$ cat config.mk
export PLATFORM = sky130hd
export DESIGN_NAME = name_hash_with_literal_escape_core
export DESIGN_NICKNAME = d
export VERILOG_FILES = /design/src/design/nhle_pkg.sv /design/src/design/nhle_hash.sv /design/src/design/nhle_escape.sv /design/src/design/name_hash_with_literal_escape_core.sv
export SDC_FILE = /design/constraint.sdc
export NUM_CORES = 1
export LEC_CHECK = 0
export BUFFER_PORTS_ARGS = -buffer_cell sky130_fd_sc_hd__buf_4
export CAP_MARGIN = 40
export CORE_MARGIN = 2
export CORE_UTILIZATION = 40
export DETAILED_ROUTE_END_ITERATION = 12
export GPL_ROUTABILITY_DRIVEN = 0
export PLACE_DENSITY = 0.55
export SETUP_SLACK_MARGIN = 0.4
export SKIP_LAST_GASP = 1
export SLEW_MARGIN = 15
export SYNTH_ARGS = -nofsm -noshare
export SYNTH_HDL_FRONTEND = slang
export SYNTH_SLANG_ARGS = --single-unit
$ cat constraint.sdc
create_clock -name aclk -period 22.9 [get_ports aclk]
set_input_delay 4.58 -clock aclk [delete_from_list [all_inputs] [get_ports aclk]]
set_output_delay 4.58 -clock aclk [all_outputs]
set_load 0.01 [all_outputs]
$ cat src/design/nhle_pkg.sv
// nhle_pkg: constants, prefix tables and shared types for the name hash block
// used by nhle_hash, nhle_escape and name_hash_with_literal_escape_core
// no dependencies
`default_nettype none

package nhle_pkg;

    // hash constants
    localparam logic [31:0] HASH_BASIS    = 32'h4B9ACE2F;
    localparam logic [31:0] HASH_PRIME    = 32'h01000193;
    // prime squared modulo 2^32, folds the closing multiply into the last byte
    localparam logic [31:0] HASH_PRIME_SQ = 32'h26027A69;

    // escape constants
    localparam int PREFIX_COUNT   = 5;
    localparam int PREFIX_MAX_LEN = 9;
    localparam int LITERAL_DIGITS = 8;

    localparam logic [7:0] CHAR_UNDERSCORE = 8'h5F;

    // control that travels from the input stage to the working units
    typedef struct packed {
        logic step;      // the held item moves on this cycle
        logic has_char;  // the item carries a byte
        logic last;      // the item ends the name
    } nhle_step_t;

    // prefix character at a position, zero beyond the end
    function automatic logic [7:0] prefix_char(input logic [2:0] k, input logic [3:0] pos);
        logic [8*PREFIX_MAX_LEN-1:0] text;
        logic [8*PREFIX_MAX_LEN-1:0] shifted;
        unique case (k)
            3'd0:    text = {"hash", 40'd0};
            3'd1:    text = {"id", 56'd0};
            3'd2:    text = {"function", 8'd0};
            3'd3:    text = {"var", 48'd0};
            3'd4:    text = "namespace";
            default: text = '0;
        endcase
        shifted = text << {pos, 3'b000};
        return shifted[8*PREFIX_MAX_LEN-1 -: 8];
    endfunction

    // prefix length
    function automatic logic [3:0] prefix_len(input logic [2:0] k);
        logic [3:0] len;
        unique case (k)
            3'd0:    len = 4'd4;
            3'd1:    len = 4'd2;
            3'd2:    len = 4'd8;
            3'd3:    len = 4'd3;
            3'd4:    len = 4'd9;
            default: len = 4'd0;
        endcase
        return len;
    endfunction

    // hex digit decode: {valid, value}
    function automatic logic [4:0] hex_digit(input logic [7:0] ch);
        logic [4:0] res;
        if (ch >= "0" && ch <= "9") begin
            res = {1'b1, 4'(ch - 8'h30)};
        end else if (ch >= "a" && ch <= "f") begin
            res = {1'b1, 4'(ch - 8'h57)};
        end else if (ch >= "A" && ch <= "F") begin
            res = {1'b1, 4'(ch - 8'h37)};
        end else begin
            res = '0;
        end
        return res;
    endfunction

    // lower-case A to Z only
    function automatic logic [7:0] to_lower(input logic [7:0] ch);
        return (ch >= "A" && ch <= "Z") ? (ch | 8'h20) : ch;
    endfunction

endpackage

`default_nettype wire

$ cat src/design/nhle_hash.sv
// nhle_hash: running fnv-1a style hash state (fnv prime, own basis) and the closing hash of a name
// depends on nhle_pkg
`default_nettype none

module nhle_hash
    import nhle_pkg::*;
(
    input  wire logic        aclk,
    input  wire logic        aresetn,
    input  wire nhle_step_t  ctrl,
    input  wire logic [7:0]  char_code,
    output logic      [31:0] final_hash
);

    logic [31:0] hash_reg;
    logic [31:0] hash_next;
    logic [31:0] mixed;
    logic [31:0] stepped;

    // byte mixed in, one prime multiply
    assign mixed   = hash_reg ^ {24'd0, to_lower(char_code)};
    assign stepped = mixed * HASH_PRIME;

    // closing hash: closing multiply folded into the squared prime
    assign final_hash = ctrl.has_char ? mixed * HASH_PRIME_SQ : hash_reg * HASH_PRIME;

    // next running hash
    always_comb begin
        hash_next = hash_reg;
        if (ctrl.step) begin
            if (ctrl.last) begin
                hash_next = HASH_BASIS;
            end else if (ctrl.has_char) begin
                hash_next = stepped;
            end
        end
    end

    always_ff @(posedge aclk) begin
        if (!aresetn) begin
            hash_reg <= HASH_BASIS;
        end else begin
            hash_reg <= hash_next;
        end
    end

endmodule

`default_nettype wire

$ cat src/design/nhle_escape.sv
// nhle_escape: parser for the underscore, prefix and eight-hex-digit literal escape
// depends on nhle_pkg
`default_nettype none

module nhle_escape
    import nhle_pkg::*;
(
    input  wire logic        aclk,
    input  wire logic        aresetn,
    input  wire nhle_step_t  ctrl,
    input  wire logic [7:0]  char_code,
    output logic             literal_hit,
    output logic      [31:0] literal_value
);

    typedef enum logic [3:0] {
        PH_START  = 4'b0001,
        PH_PREFIX = 4'b0010,
        PH_HEX    = 4'b0100,
        PH_FAIL   = 4'b1000
    } phase_t;

    phase_t                    phase_reg, phase_next;
    logic [3:0]                pos_reg, pos_next;
    logic [PREFIX_COUNT-1:0]   cand_reg, cand_next;
    logic [31:0]               lit_reg, lit_next;
    logic [3:0]                cnt_reg, cnt_next;
    logic [PREFIX_COUNT-1:0]   cand_keep;
    logic [PREFIX_COUNT-1:0]   len_hit;
    logic [4:0]                digit;
    logic                      is_us;

    // per-prefix match of this byte and of a closing underscore
    always_comb begin
        for (int k = 0; k < PREFIX_COUNT; k++) begin
            len_hit[k]   = cand_reg[k] && (prefix_len(3'(k)) == pos_reg);
            cand_keep[k] = cand_reg[k] && (pos_reg < prefix_len(3'(k))) &&
                           (prefix_char(3'(k), pos_reg) == char_code);
        end
    end

    assign digit = hex_digit(char_code);
    assign is_us = (char_code == CHAR_UNDERSCORE);

    // parse step for one byte
    always_comb begin
        phase_next = phase_reg;
        pos_next   = pos_reg;
        cand_next  = cand_reg;
        lit_next   = lit_reg;
        cnt_next   = cnt_reg;
        if (ctrl.has_char) begin
            unique case (phase_reg)
                PH_START, PH_PREFIX: begin
                    if (is_us && phase_reg == PH_START) begin
                        phase_next = PH_PREFIX;
                    end else if (is_us) begin
                        phase_next = (|len_hit) ? PH_HEX : PH_FAIL;
                    end else begin
                        cand_next  = cand_keep;
                        pos_next   = (pos_reg == 4'd15) ? pos_reg : pos_reg + 4'd1;
                        phase_next = (|cand_keep) ? PH_PREFIX : PH_FAIL;
                    end
                end
                PH_HEX: begin
                    if (!digit[4]) begin
                        phase_next = PH_FAIL;
                    end else begin
                        if (cnt_reg < 4'(LITERAL_DIGITS)) begin
                            lit_next = {lit_reg[27:0], digit[3:0]};
                        end
                        if (cnt_reg < 4'(LITERAL_DIGITS + 1)) begin
                            cnt_next = cnt_reg + 4'd1;
                        end
                    end
                end
                PH_FAIL: begin
                    phase_next = PH_FAIL;
                end
                default: begin
                    phase_next = PH_FAIL;
                end
            endcase
        end
    end

    // escape taken when exactly eight digits give a nonzero value
    assign literal_hit   = (phase_next == PH_HEX) && (cnt_next == 4'(LITERAL_DIGITS)) &&
                           (lit_next != 32'd0);
    assign literal_value = lit_next;

    // parser state, back to start after each name
    always_ff @(posedge aclk) begin
        if (!aresetn) begin
            phase_reg <= PH_START;
            pos_reg   <= '0;
            cand_reg  <= '1;
            lit_reg   <= '0;
            cnt_reg   <= '0;
        end else if (ctrl.step) begin
            if (ctrl.last) begin
                phase_reg <= PH_START;
                pos_reg   <= '0;
                cand_reg  <= '1;
                lit_reg   <= '0;
                cnt_reg   <= '0;
            end else begin
                phase_reg <= phase_next;
                pos_reg   <= pos_next;
                cand_reg  <= cand_next;
                lit_reg   <= lit_next;
                cnt_reg   <= cnt_next;
            end
        end
    end

endmodule

`default_nettype wire

$ cat src/design/name_hash_with_literal_escape_core.sv
// name_hash_with_literal_escape_core: top level of the name hash block
// depends on nhle_pkg, nhle_hash, nhle_escape
//
//  channel | direction | ports                                        | meaning
//  s_      | in        | s_valid s_ready s_char_code s_end_of_name    | one byte of a name
//          |           | s_no_char                                    |
//  m_      | out       | m_valid m_ready m_hash_value m_used_literal  | hash of a name
//
// one item per cycle, except while an ending item waits for the result register; a name's
// hash leaves through the input register, then the result register
// the hash and escape state update in one pass per held item
// aresetn is synchronous, active low, and clears the hash and parser state
// while a result waits, bytes that do not end a name keep flowing; an ending
// item waits in the input register until the result register frees
`default_nettype none

module name_hash_with_literal_escape_core
    import nhle_pkg::*;
(
    input  wire logic        aclk,
    input  wire logic        aresetn,
    input  wire logic        s_valid,
    output logic             s_ready,
    input  wire logic [7:0]  s_char_code,
    input  wire logic        s_end_of_name,
    input  wire logic        s_no_char,
    output logic             m_valid,
    input  wire logic        m_ready,
    output logic      [31:0] m_hash_value,
    output logic             m_used_literal
);

    logic        in_valid_reg;
    logic [7:0]  in_char_reg;
    logic        in_last_reg;
    logic        in_none_reg;
    logic        out_valid_reg;
    logic [31:0] out_hash_reg;
    logic        out_lit_reg;
    logic        advance;
    nhle_step_t  ctrl;
    logic [31:0] final_hash;
    logic        literal_hit;
    logic [31:0] literal_value;

    // held item moves unless it ends a name and the result register is full
    assign advance = in_valid_reg && (!in_last_reg || !out_valid_reg || m_ready);
    assign s_ready = !in_valid_reg || advance;

    assign ctrl.step     = advance;
    assign ctrl.has_char = !in_none_reg;
    assign ctrl.last     = in_last_reg;

    // input register
    always_ff @(posedge aclk) begin
        if (!aresetn) begin
            in_valid_reg <= 1'b0;
        end else if (s_ready) begin
            in_valid_reg <= s_valid;
        end
    end

    always_ff @(posedge aclk) begin
        if (s_valid && s_ready) begin
            in_char_reg <= s_char_code;
            in_last_reg <= s_end_of_name;
            in_none_reg <= s_no_char;
        end
    end

    nhle_hash u_hash (
        .aclk       (aclk),
        .aresetn    (aresetn),
        .ctrl       (ctrl),
        .char_code  (in_char_reg),
        .final_hash (final_hash)
    );

    nhle_escape u_escape (
        .aclk          (aclk),
        .aresetn       (aresetn),
        .ctrl          (ctrl),
        .char_code     (in_char_reg),
        .literal_hit   (literal_hit),
        .literal_value (literal_value)
    );

    // result register
    always_ff @(posedge aclk) begin
        if (!aresetn) begin
            out_valid_reg <= 1'b0;
        end else if (advance && in_last_reg) begin
            out_valid_reg <= 1'b1;
        end else if (m_ready) begin
            out_valid_reg <= 1'b0;
        end
    end

    always_ff @(posedge aclk) begin
        if (advance && in_last_reg) begin
            out_hash_reg <= literal_hit ? literal_value : final_hash;
            out_lit_reg  <= literal_hit;
        end
    end

    assign m_valid        = out_valid_reg;
    assign m_hash_value   = out_hash_reg;
    assign m_used_literal = out_lit_reg;

endmodule

`default_nettype wire

# ---- Word level (Yosys, flattened, before mapping)
# Index checks and enable logic that the tools add are counted.
dict set report op_classes {
  shift 5
  reduce_logical 40
  bitwise 1
  mux 39
  eq_ne 21
  addsub 5
  magnitude_cmp 14
  mul 3
}
# operator count
set ops {}
lappend ops {{$shl A71 B7 Y72 const A} 5}
lappend ops {{$mux W32} 9}
lappend ops {{$mux W4} 18}
lappend ops {{$mul A32 B25 Y32 const B} 2}
lappend ops {{$eq A8 B8 Y1} 5}
lappend ops {{$mux W5} 8}
lappend ops {{$mul A32 B30 Y32 const B} 1}
lappend ops {{$reduce_bool A32 Y1} 1}
lappend ops {{$xor A32 B8 Y32} 1}
lappend ops {{$logic_and A1 B1 Y1} 25}
lappend ops {{$le A8 B7 Y1 const B} 3}
lappend ops {{$ge A8 B7 Y1 const B} 2}
lappend ops {{$lt A4 B4 Y1 const B} 4}
lappend ops {{$reduce_or A5 Y1} 2}
lappend ops {{$add A4 B1 Y4 const B} 2}
lappend ops {{$eq A2 B4 Y1 const A} 2}
lappend ops {{$eq A4 B3 Y1 const B} 2}
lappend ops {{$eq A4 B4 Y1 const A} 2}
lappend ops {{$eq A4 B4 Y1 const B} 2}
lappend ops {{$eq A8 B7 Y1 const B} 1}
lappend ops {{$ge A8 B6 Y1 const B} 1}
lappend ops {{$le A8 B6 Y1 const B} 1}
lappend ops {{$lt A4 B2 Y1 const B} 2}
lappend ops {{$ne A2 B2 Y1 const B} 4}
lappend ops {{other kinds (16)} 23}
dict set report totals {
  in_bits 14
  register_bits 126
  elab_cells 141
  out_inout_bits 35
}

# ---- Depth between registers and ports, before layout
# Gate-level depths: netlist of the first run.
dict set report depth {
  depth_word 13
  depth_mapped 32
  ltp_nobuf 31
}

# ---- Cells and area by module
# From an unflattened synthesis of the first run, not the netlist that was laid out.
dict set report hier_totals {
  cells_unflattened 2487
  area_unflattened_um2 23663.9
}
# mod area_each_um2 cells_each seq_area_each_um2 instances
set by_module_without_submodules {}
lappend by_module_without_submodules {nhle_hash 18169.9 1982 640.6 1}
lappend by_module_without_submodules {nhle_escape 3553.4 413 980.9 1}
lappend by_module_without_submodules {name_hash_with_literal_escape_core 1940.6 92 1331.3 1}

# ---- Worst setup path before layout of the first run
# OpenSTA, ideal clock, no wires.
dict set report synth_timing {
  kind {input -> output}
  start {input port m_ready}
  end {output port s_ready}
  stages 1
  arrival_time_ns 4.813
  slack_ns 13.507
  path_buffers 0
  required_time_ns 18.320
  path_cell_list {nand4b_1}
}
dict set report synth_via {
  elab_chain_len 3
}
# item line_no
set synth_rtl {}
lappend synth_rtl {{from (decl)} name_hash_with_literal_escape_core.sv:28} ;# input wire logic m_ready,
lappend synth_rtl {{$logic_or A1 B1 Y1} name_hash_with_literal_escape_core.sv:47} ;# assign advance = in_valid_reg && (!in_last_reg || !out_valid_reg || m_ready);
lappend synth_rtl {{$logic_and A1 B1 Y1} name_hash_with_literal_escape_core.sv:47}
lappend synth_rtl {{$logic_or A1 B1 Y1} name_hash_with_literal_escape_core.sv:48} ;# assign s_ready = !in_valid_reg || advance;
lappend synth_rtl {{to (decl)} name_hash_with_literal_escape_core.sv:23} ;# output logic s_ready,
# No other way between the ends.

# ---- Final worst setup path of the first run
# Ends and elaborated chain as after synthesis.

==> results of run 1 <==
## how the worst max path moves through the flow
stage / startpoint / end / depth (start not counted)
floorplan: m_ready / s_ready / 1
global placement: m_ready / s_ready / 3
detailed placement: m_ready / s_ready / 3
CTS: m_ready / s_ready / 3
global route: m_ready / s_ready / 3
finish: m_ready / s_ready / 3
## worst min-delay path, delay by kind of cell (launching register included)
kind             cells  cell delay (ns)
AND/OR/NAND/NOR      1             0.06
flip-flops           1             0.34
AO/OA/AOI/OAI        1             0.06
## area by class of cell
| cell class | count | area share [%] |
|---|---|---|
| clock buffer | 18 | 1.70 |
| inverter | 615 | 9.12 |
| clock inverter | 14 | 0.563 |
| timing repair buffer | 82 | 2.52 |
| multi-input combinational | 1714 | 70.7 |
| sequential | 126 | 11.7 |
| tap | 765 | 3.78 |
## layer usage
| layer | track usage (%) | vias to the layer above | wire, µm |
|---|---|---|---|
| li1 | - | 8308 | - |
| met1 | 30.5 | 8726 | 29900 |
| met2 | 38.5 | 399 | 31200 |
| met3 | 3.34 | 75 | 2930 |
| met4 | 6.38 | 0 | 1540 |
| met5 | 0 | - | 0 |
## through the flow
stage | hold slack [ns] | setup WS, ns | cell area (µm²)
floorplan | 0.460 | 13.51 | 23400
finish | 0.506 | 13.25 | 25300
global route | 0.539 | 13.24 | 25300
CTS | 0.509 | 13.26 | 25300
global placement | 0.490 | 13.25 | 24700
detailed placement | 0.501 | 13.26 | 24700
## cell families after synthesis
kind of cell / after synthesis / share of synthesized area, %
simple gates: 392 / 8.56
flops: 126 / 12.6
mux: 42 / 1.80
compound gates: 381 / 11.2
xor+xnor: 136 / 5.12
fa+ha+maj: 763 / 49.8
buf+inv: 666 / 11.0
## placed cells by master, fill, tap and decap left out, types with 6 or more instances in the layout
cell type	n
nor4_1	12
nor2_1	79
nor3_1	15
edfxtp_1	43
o22ai_1	12
a211oi_1	16
a31oi_1	12
and3_1	11
o21ai_0	51
mux2i_1	41
o21a_1	12
dfxtp_1	83
o21bai_1	13
o31ai_1	12
a21boi_0	7
a211oi_2	12
buf_4	78
and2_1	16
inv_1	613
or3_1	15
a21oi_1	96
nand2_1	102
xnor2_1	95
a21o_1	28
ha_1	483
clkbuf_16	17
nor2b_1	57
o21ai_1	6
o211ai_1	10
fa_1	280
a22oi_1	41
nand3_1	31
nand2b_1	12
xor2_1	40
nand4_1	11
==> impl_metrics.env, run 1 <==
export IMPL_r2r_end="m_hash_value[30]"
export IMPL_core_area_um2=57800
export IMPL_timing_critical_path_buf_inv=2
export IMPL_die_w_um=246
export IMPL_synth_edf_count=43
export IMPL_cp_cell_sequence="buf_4, nand4b_1, buf_4"
export IMPL_first_iter_violations=1114
export IMPL_hold_start="u_escape.cnt_reg[0]"
export IMPL_min_to="u_escape.cnt_reg[0]"
export IMPL_tightestPinTransition_ns=0.884
export IMPL_fin_cells=3334
export IMPL_ys_types=83
export IMPL_rsz0062_at_grt="false"
export IMPL_grt_first_pass_wirelength_mm=105
export IMPL_grt_use_total_pct=22.9
export IMPL_die_h_um=246
export IMPL_finClkSkew_ns=0.00949
export IMPL_drtAntennaViolNets=0
export IMPL_synthTopCellsByCount="613 x inv_1, 483 x ha_1, 280 x fa_1"
export IMPL_max_clock_freq_mhz=104
export IMPL_cts_sinks=126
export IMPL_cap_violations=0
export IMPL_synth_area_top_cells="ha_1 26%, fa_1 24%, inv_1 9.8%"
export IMPL_nFillCells=5689
export IMPL_cts_inserted_buffers=17
export IMPL_status="finished, final reports clean"
export IMPL_cts_max_path_buffers=2
export IMPL_port_buffer_count=48
export IMPL_r2r_cells=30
export IMPL_worstSetupStartpointType="primary input"
export IMPL_overflow=0
export IMPL_synth_top_area_share_pct=25.8
export IMPL_hold_depth=2
export IMPL_post_cts_buffers=0
export IMPL_utilization_pct=43.8
export IMPL_cts_max_level=4
export IMPL_cp_data_required_time_ns=18.32
export IMPL_multi_input_area_um2=17900
export IMPL_fp_row_count=88
export IMPL_area_growth_pct=8.19
export IMPL_synth_top_area_cell="ha_1"
export IMPL_dr_pass1_iters=6
export IMPL_final_net_count=3333
export IMPL_dp_hpwl_mm=54.5
export IMPL_r2r_start="in_char_reg[0]"
export IMPL_ff_latch_area_um2=2950
export IMPL_drc=0
export IMPL_synth_flop_cell="dfxtp_1"
export IMPL_dieArea_um2=60500
export IMPL_max_stage_delay_ns=0.20
export IMPL_clk_pin_slew_worst_paths_ns=0.06
export IMPL_cp_end_kind="output pin"
export IMPL_drive_above_1_share_pct=5.68
export IMPL_num_io_pins=49
export IMPL_holdBufCountCts=0
export IMPL_period_minus_slack_ns=9.65
export IMPL_relSlewSlack_pct=41.0
export IMPL_grt_start_max_net_pins=58
export IMPL_syn_area_per_cell_um2=9.34
export IMPL_synthCells=2506
export IMPL_wl_per_cell_um=19.7
export IMPL_finalCritPeriodShare_pct=42.1
export IMPL_cts_resized=0
export IMPL_setup_viol=0
export IMPL_syn_num_nets=3283
export IMPL_start_util_pct=40.5
export IMPL_yosysMostFrequentCell="inv_1"
export IMPL_yosysSeqAreaShare_pct=12.6
export IMPL_synthArstFlopShare_pct=0
export IMPL_hold_viol=0
export IMPL_tns_ns=0
export IMPL_diodes=0
export IMPL_dp_cells=3301
export IMPL_ys_ff_latch=126
export IMPL_drt_wl_total_mm=65.6
export IMPL_insertion_delay_ns=0.46
export IMPL_r2r_slack_ns=14.06
export IMPL_vias=17508
export IMPL_cts_root_buf="clkbuf_16"
export IMPL_critPathArrivalTime_ns=5.07
export IMPL_drv_slew=0
export IMPL_syn_cell_area_um2=23400
export IMPL_cts_tree="done"
export IMPL_slowest_stage="nand4b_1"
export IMPL_worstHoldPathType="register to register"
export IMPL_cp_top_family="buffers and inverters"
export IMPL_grt_pass1_vias=18462
export IMPL_cpMostUsedCell="buf_4"
export IMPL_yosysWarnings=0
export IMPL_vias_per_cell=5.25
export IMPL_cp_max_fo=3
export IMPL_path_class="primary input to output pin"
export IMPL_antenna_found_initial=0
Power of run 1 is not shown: default switching activity piles up to over one toggle a cycle in this logic, so the estimate is an artifact.
==> inputs of run 2 (changes only) <==
--- a/config.mk
+++ b/config.mk
@@ -5,6 +5,7 @@
 export SDC_FILE = /design/constraint.sdc
 export NUM_CORES = 1
 export LEC_CHECK = 0
+export ABC_AREA = 1
 export BUFFER_PORTS_ARGS = -buffer_cell sky130_fd_sc_hd__buf_4
 export CAP_MARGIN = 40
 export CORE_MARGIN = 2
==> constraint.sdc (replaced) <==
create_clock -name aclk -period 8.9 [get_ports aclk]
set_input_delay 1.78 -clock aclk [delete_from_list [all_inputs] [get_ports aclk]]
set_output_delay 1.78 -clock aclk [all_outputs]
set_load 0.01 [all_outputs]
==> run 2 against run 1 <==
Clock-buffer cell count grew 2. Via count up 16%. Global-route usage rose by 1.9 points. Critical path depth is 34 higher. Final area up 5.1%. Die area rose by 5.4%. Register-to-register slack got worse by 13 ns. First-iteration DRC count grew 48%. Cell count is 21% higher. Sequential share of layout area is 0.57 points lower. Largest cell class unchanged.
==> impl_metrics.env, run 2 <==
export IMPL_diodes=0
export IMPL_cap_violations=0
export IMPL_synth_xor_xnor_area_share_pct=2.34
export IMPL_min_to="u_hash.hash_reg[22]"
export IMPL_port_buffer_count=48
export IMPL_yosysMostFrequentCell="inv_1"
export IMPL_dr_pass1_iters=5
export IMPL_multi_input_area_um2=18400
export IMPL_synthTopCellsByCount="806 x inv_1, 607 x nand2_1, 483 x ha_1"
export IMPL_r2r_cells=37
export IMPL_synth_area_top_cells="ha_1 24%, fa_1 23%, inv_1 12%"
export IMPL_cp_data_required_time_ns=9.12
export IMPL_synth_top_area_cell="ha_1"
export IMPL_worstHoldPathType="register to register"
export IMPL_drc=0
export IMPL_grt_use_total_pct=24.7
export IMPL_cts_max_level=4
export IMPL_cp_end_kind="register"
export IMPL_syn_num_nets=3955
export IMPL_path_class="register to register"
export IMPL_wl_per_cell_um=18.9
export IMPL_final_net_count=3995
export IMPL_synth_top_area_share_pct=24.5
export IMPL_synthAdderAreaFrac_pct=47.2
export IMPL_timing_critical_path_buf_inv=7
export IMPL_critPathArrivalTime_ns=8.02
export IMPL_cts_tree="done"
export IMPL_cp_top_family="adder cells"
export IMPL_hold_depth=2
export IMPL_num_io_pins=49
export IMPL_rsz0062_at_grt="false"
export IMPL_drive_above_1_share_pct=4.46
export IMPL_max_stage_delay_ns=0.58
export IMPL_synth_flop_cell="dfxtp_1"
export IMPL_whs_ns=0.468
export IMPL_holdBufCountCts=0
export IMPL_vias_per_cell=5.07
export IMPL_insertion_delay_ns=0.47
export IMPL_layout_cells_most_common="inv_1"
export IMPL_ff_latch_area_um2=2950
export IMPL_cp_depth=37
export IMPL_synth_simple_gate_area_share_pct=16.2
export IMPL_max_clock_freq_mhz=128
export IMPL_finClkSkew_ns=0.0189
export IMPL_cp_max_fo=10
export IMPL_setup_viol=0
export IMPL_final_cell_mix="806 x inv_1, 607 x nand2_1, 483 x ha_1"
export IMPL_cts_inserted_buffers=17
export IMPL_synthArstFlopShare_pct=0
export IMPL_cpMostUsedCell="nand2_1"
export IMPL_cts_max_path_buffers=2
export IMPL_yosysWarnings=0
export IMPL_drv_slew=0
export IMPL_dp_hpwl_mm=63.6
export IMPL_clk_pin_slew_worst_paths_ns=0.07
export IMPL_yosysSeqAreaShare_pct=12.0
export IMPL_r2r_start="in_char_reg[0]"
export IMPL_cts_resized=0
export IMPL_hold_viol=0
export IMPL_start_util_pct=40.2
export IMPL_drt_wl_total_mm=75.9
export IMPL_relSlewSlack_pct=43.3
export IMPL_tightestPinTransition_ns=0.849
export IMPL_synthCells=3178
export IMPL_core_area_um2=61400
export IMPL_r2r_end="m_hash_value[29]"
export IMPL_post_cts_buffers=0
export IMPL_cts_root_buf="clkbuf_16"
export IMPL_vias=20388
export IMPL_nFillCells=6306
export IMPL_muxShareOfSynthArea_pct=0
export IMPL_fp_row_count=91
export IMPL_synth_top_family_by_area="adder cells"
export IMPL_drtAntennaViolNets=0
export IMPL_antenna_found_initial=0
export IMPL_hold_start="u_hash.hash_reg[22]"
export IMPL_ys_ff_latch=126
export IMPL_finalCritPeriodShare_pct=87.6
export IMPL_ys_types=47
export IMPL_overflow=0
export IMPL_grt_first_pass_wirelength_mm=119
export IMPL_die_w_um=252
export IMPL_cts_sinks=126
export IMPL_period_minus_slack_ns=7.79
export IMPL_r2r_slack_ns=1.11
export IMPL_dieArea_um2=63700
export IMPL_worstSetupStartpointType="register"
export IMPL_syn_area_per_cell_um2=7.77
export IMPL_die_h_um=252
export IMPL_slowest_stage="edfxtp_1"
export IMPL_area_growth_pct=7.74
export IMPL_synth_compound_gate_area_share_pct=8.73
export IMPL_synth_edf_count=43
export IMPL_status="finished, final reports clean"
export IMPL_first_iter_violations=1646
export IMPL_syn_cell_area_um2=24700
export IMPL_grt_pass1_vias=20253
export IMPL_tns_ns=0
export IMPL_grt_start_max_net_pins=57
-- run 2: cell count changes after synthesis, moves of 41 or more --
cell     change
nand3_1    +108
a21oi_1     +76
xnor2_1     -55
nor2b_1     -57
inv_1      +193
nand2_1    +505
o21ai_0     +71
nor2_1      +58
mux2i_1     -41
-- run 2: kinds of logic (layout without fill, tap and decap cells) --
kind of cell	count (synthesis)	in the layout
simple gates	963	963
compound gates	389	389
buf+inv	871	924
flops	126	126
xor+xnor	66	66
fa+ha+maj	763	763
-- run 2: final cells by class --
class | count | area share, %
clock buffer | 20 | 1.72
clock inverter | 12 | 0.588
inverter | 813 | 11.5
multi-input combinational | 2181 | 69.1
sequential | 126 | 11.1
tap | 790 | 3.71
timing repair buffer | 79 | 2.30
-- run 2: metrics by stage --
step	util (%)	area [µm²]	instances	setup slack (ns)
after floorplan	-	24700	3178	2.12
after global placement	42.3	26000	3987	1.31
after detailed placement	42.3	26000	3988	1.19
after CTS	43.3	26600	4020	1.16
after global routing	43.4	26600	4021	0.539
final	43.4	26600	4021	1.11
-- run 2: worst max path at each step --
stage,slack (ns),startpoint,endpoint
2_1_floorplan,2.12,in_char_reg[0],m_hash_value[29]
3_3_place_gp,1.31,in_char_reg[0],m_hash_value[29]
3_5_place_dp,1.19,in_char_reg[0],m_hash_value[29]
4_1_cts,1.16,in_char_reg[0],m_hash_value[29]
5_1_grt,0.54,in_char_reg[0],m_hash_value[29]
6_report,1.11,in_char_reg[0],m_hash_value[29]
-- run 2: metal layers --
layer  part of all wire [%]  vias to the layer above  GRT usage (%)
li1                       -                    10040              -
met1                     46                     9722           34.0
met2                     47                      530           41.1
met3                    5.1                       96           2.70
met4                    2.5                        0           6.83
met5                      0                        -              0
-- run 2: worst min-delay path, delay by kind of cell, from the launching register on --
| kind | cells | cell delay, ns |
|---|---|---|
| simple gates | 1 | 0.06 |
| flops | 1 | 0.31 |
| compound gates | 1 | 0.05 |
Power of run 2 is left out for the same reason.
==> inputs of run 3 (changes only) <==
--- a/config.mk
+++ b/config.mk
@@ -13,6 +13,7 @@
 export DETAILED_ROUTE_END_ITERATION = 12
 export GPL_ROUTABILITY_DRIVEN = 0
 export PLACE_DENSITY = 0.55
+export RECOVER_POWER = 50
 export SETUP_SLACK_MARGIN = 0.4
 export SKIP_LAST_GASP = 1
 export SLEW_MARGIN = 15
==> run 3 against run 2 <==
The flow now finishes with violations (capacitance limit, slew limit). Worst hold slack worse by 0.0015 ns. Wire length hardly changed. Clock skew hardly changed. Via count is 0.51% lower. Maximum frequency is 0.14% higher. Worst setup slack better by 0.011 ns. Largest cell class unchanged. Flip-flop and latch count stayed put. Global-route usage stayed put. Core utilization is 0.23 points lower. Non-clock buffer count stayed put. Die area stayed put. Final area is 0.54% lower.
==> impl_metrics.env, run 3 (synthesis gave the netlist of run 2 again) <==
export IMPL_cp_data_required_time_ns=9.12
export IMPL_cts_max_level=4
export IMPL_cts_max_path_buffers=2
export IMPL_relSlewSlack_pct=-68.6
export IMPL_max_stage_delay_ns=0.57
export IMPL_dr_pass1_iters=6
export IMPL_layout_cells_most_common="inv_1"
export IMPL_timing_critical_path_buf_inv=7
export IMPL_tightestPinTransition_ns=2.53
export IMPL_hold_viol=0
export IMPL_grt_first_pass_wirelength_mm=119
export IMPL_rsz0062_at_grt="false"
export IMPL_drv_slew=127
export IMPL_cp_end_kind="register"
export IMPL_overflow=0
export IMPL_grt_use_total_pct=24.7
export IMPL_grt_start_max_net_pins=57
export IMPL_wl_per_cell_um=18.9
export IMPL_finClkSkew_ns=0.0192
export IMPL_ff_latch_area_um2=2950
export IMPL_final_cell_mix="807 x inv_1, 607 x nand2_1, 483 x ha_1"
export IMPL_core_area_um2=61400
export IMPL_nFillCells=6336
export IMPL_critPathArrivalTime_ns=8.01
export IMPL_diodes=0
export IMPL_insertion_delay_ns=0.47
export IMPL_port_buffer_count=48
export IMPL_tns_ns=0
export IMPL_worstSetupStartpointType="register"
export IMPL_cap_violations=3
export IMPL_period_minus_slack_ns=7.78
export IMPL_fin_cells=4021
export IMPL_drt_wl_total_mm=75.8
export IMPL_holdBufCountCts=0
export IMPL_cpMostUsedCell="nand2_1"
export IMPL_post_cts_buffers=0
export IMPL_cp_max_fo=10
export IMPL_max_clock_freq_mhz=128
export IMPL_fp_row_count=91
export IMPL_vias_per_cell=5.04
export IMPL_antenna_found_initial=0
export IMPL_violations="capacitance limit, slew limit"
export IMPL_first_iter_violations=1609
export IMPL_drc=0
export IMPL_multi_input_area_um2=18400
export IMPL_vias=20285
export IMPL_worstHoldPathType="register to register"
export IMPL_cts_tree="done"
export IMPL_cts_inserted_buffers=17
export IMPL_drtAntennaViolNets=0
export IMPL_cts_resized=0
export IMPL_drive_above_1_share_pct=3.25
export IMPL_setup_viol=0
export IMPL_start_util_pct=40.2
export IMPL_clk_pin_slew_worst_paths_ns=0.07
export IMPL_dp_cells=3988
export IMPL_path_class="register to register"
export IMPL_die_w_um=252
export IMPL_cts_root_buf="clkbuf_16"
export IMPL_area_growth_pct=7.16
export IMPL_cp_top_family="adder cells"
export IMPL_dp_hpwl_mm=63.6
export IMPL_grt_pass1_vias=20253
export IMPL_dieArea_um2=63700
export IMPL_finalCritPeriodShare_pct=87.5
export IMPL_final_net_count=3995
export IMPL_cts_sinks=126
export IMPL_die_h_um=252
export IMPL_status="complete, but fails checks"
export IMPL_num_io_pins=49
export IMPL_slowest_stage="edfxtp_1"
run 3: cell count changes in the layout (fill, tap and decap cells not counted):
| cell | before | now |
|---|---|---|
| inv_1 | 806 | 807 |
| buf_4 | 78 | 29 |
| inv_2 | 7 | 6 |
| clkbuf_1 | 2 | 40 |
| clkbuf_4 | 0 | 11 |
run 3: metal layers:
metal	track usage, %	wire (µm)	vias to the layer above
met3	2.70	3800	101
met5	0	0	-
li1	-	-	10040
met4	6.83	2030	0
met1	34.0	34600	9589
met2	41.1	35400	555
run 3: path summary, 6_finish.rpt:
check	startpoint	end	slack, ns	cells after the start
worst max-delay path	in_char_reg[0]	m_hash_value[29]	1.12	37
worst min-delay path	u_escape.lit_reg[13]	u_escape.lit_reg[13]	0.47	2
worst max register to register	in_char_reg[0]	m_hash_value[29]	1.12	37
worst min register to register	u_escape.lit_reg[13]	u_escape.lit_reg[13]	0.47	2
run 3: worst register-to-register path: cells and delay by family (launching register included):
kind / cells / cell delay [ns]
adders and majority gates: 10 / 4.03
and+or+nand+nor: 16 / 1.52
buffers and inverters: 7 / 0.78
AOI/OAI and AO/OA: 4 / 0.64
DFF: 1 / 0.57
run 3: area by class of cell:
type | count | share of cell area [%]
sequential | 126 | 11.2
clock inverter | 12 | 0.591
tap | 790 | 3.73
inverter | 813 | 11.5
clock buffer | 20 | 1.73
multi-input combinational | 2181 | 69.5
timing repair buffer | 79 | 1.78
run 3: through the flow:
stage               util (%)  area, µm²  hold WS [ns]  setup slack, ns
global route            43.1      26500         0.488            0.539
finish                  43.1      26500         0.466             1.12
detailed placement      42.3      26000         0.458             1.19
CTS                     43.3      26600         0.468             1.16
floorplan                  -      24700         0.445             2.12
global placement        42.3      26000         0.453             1.31
Power of run 3 is left out for the same reason.
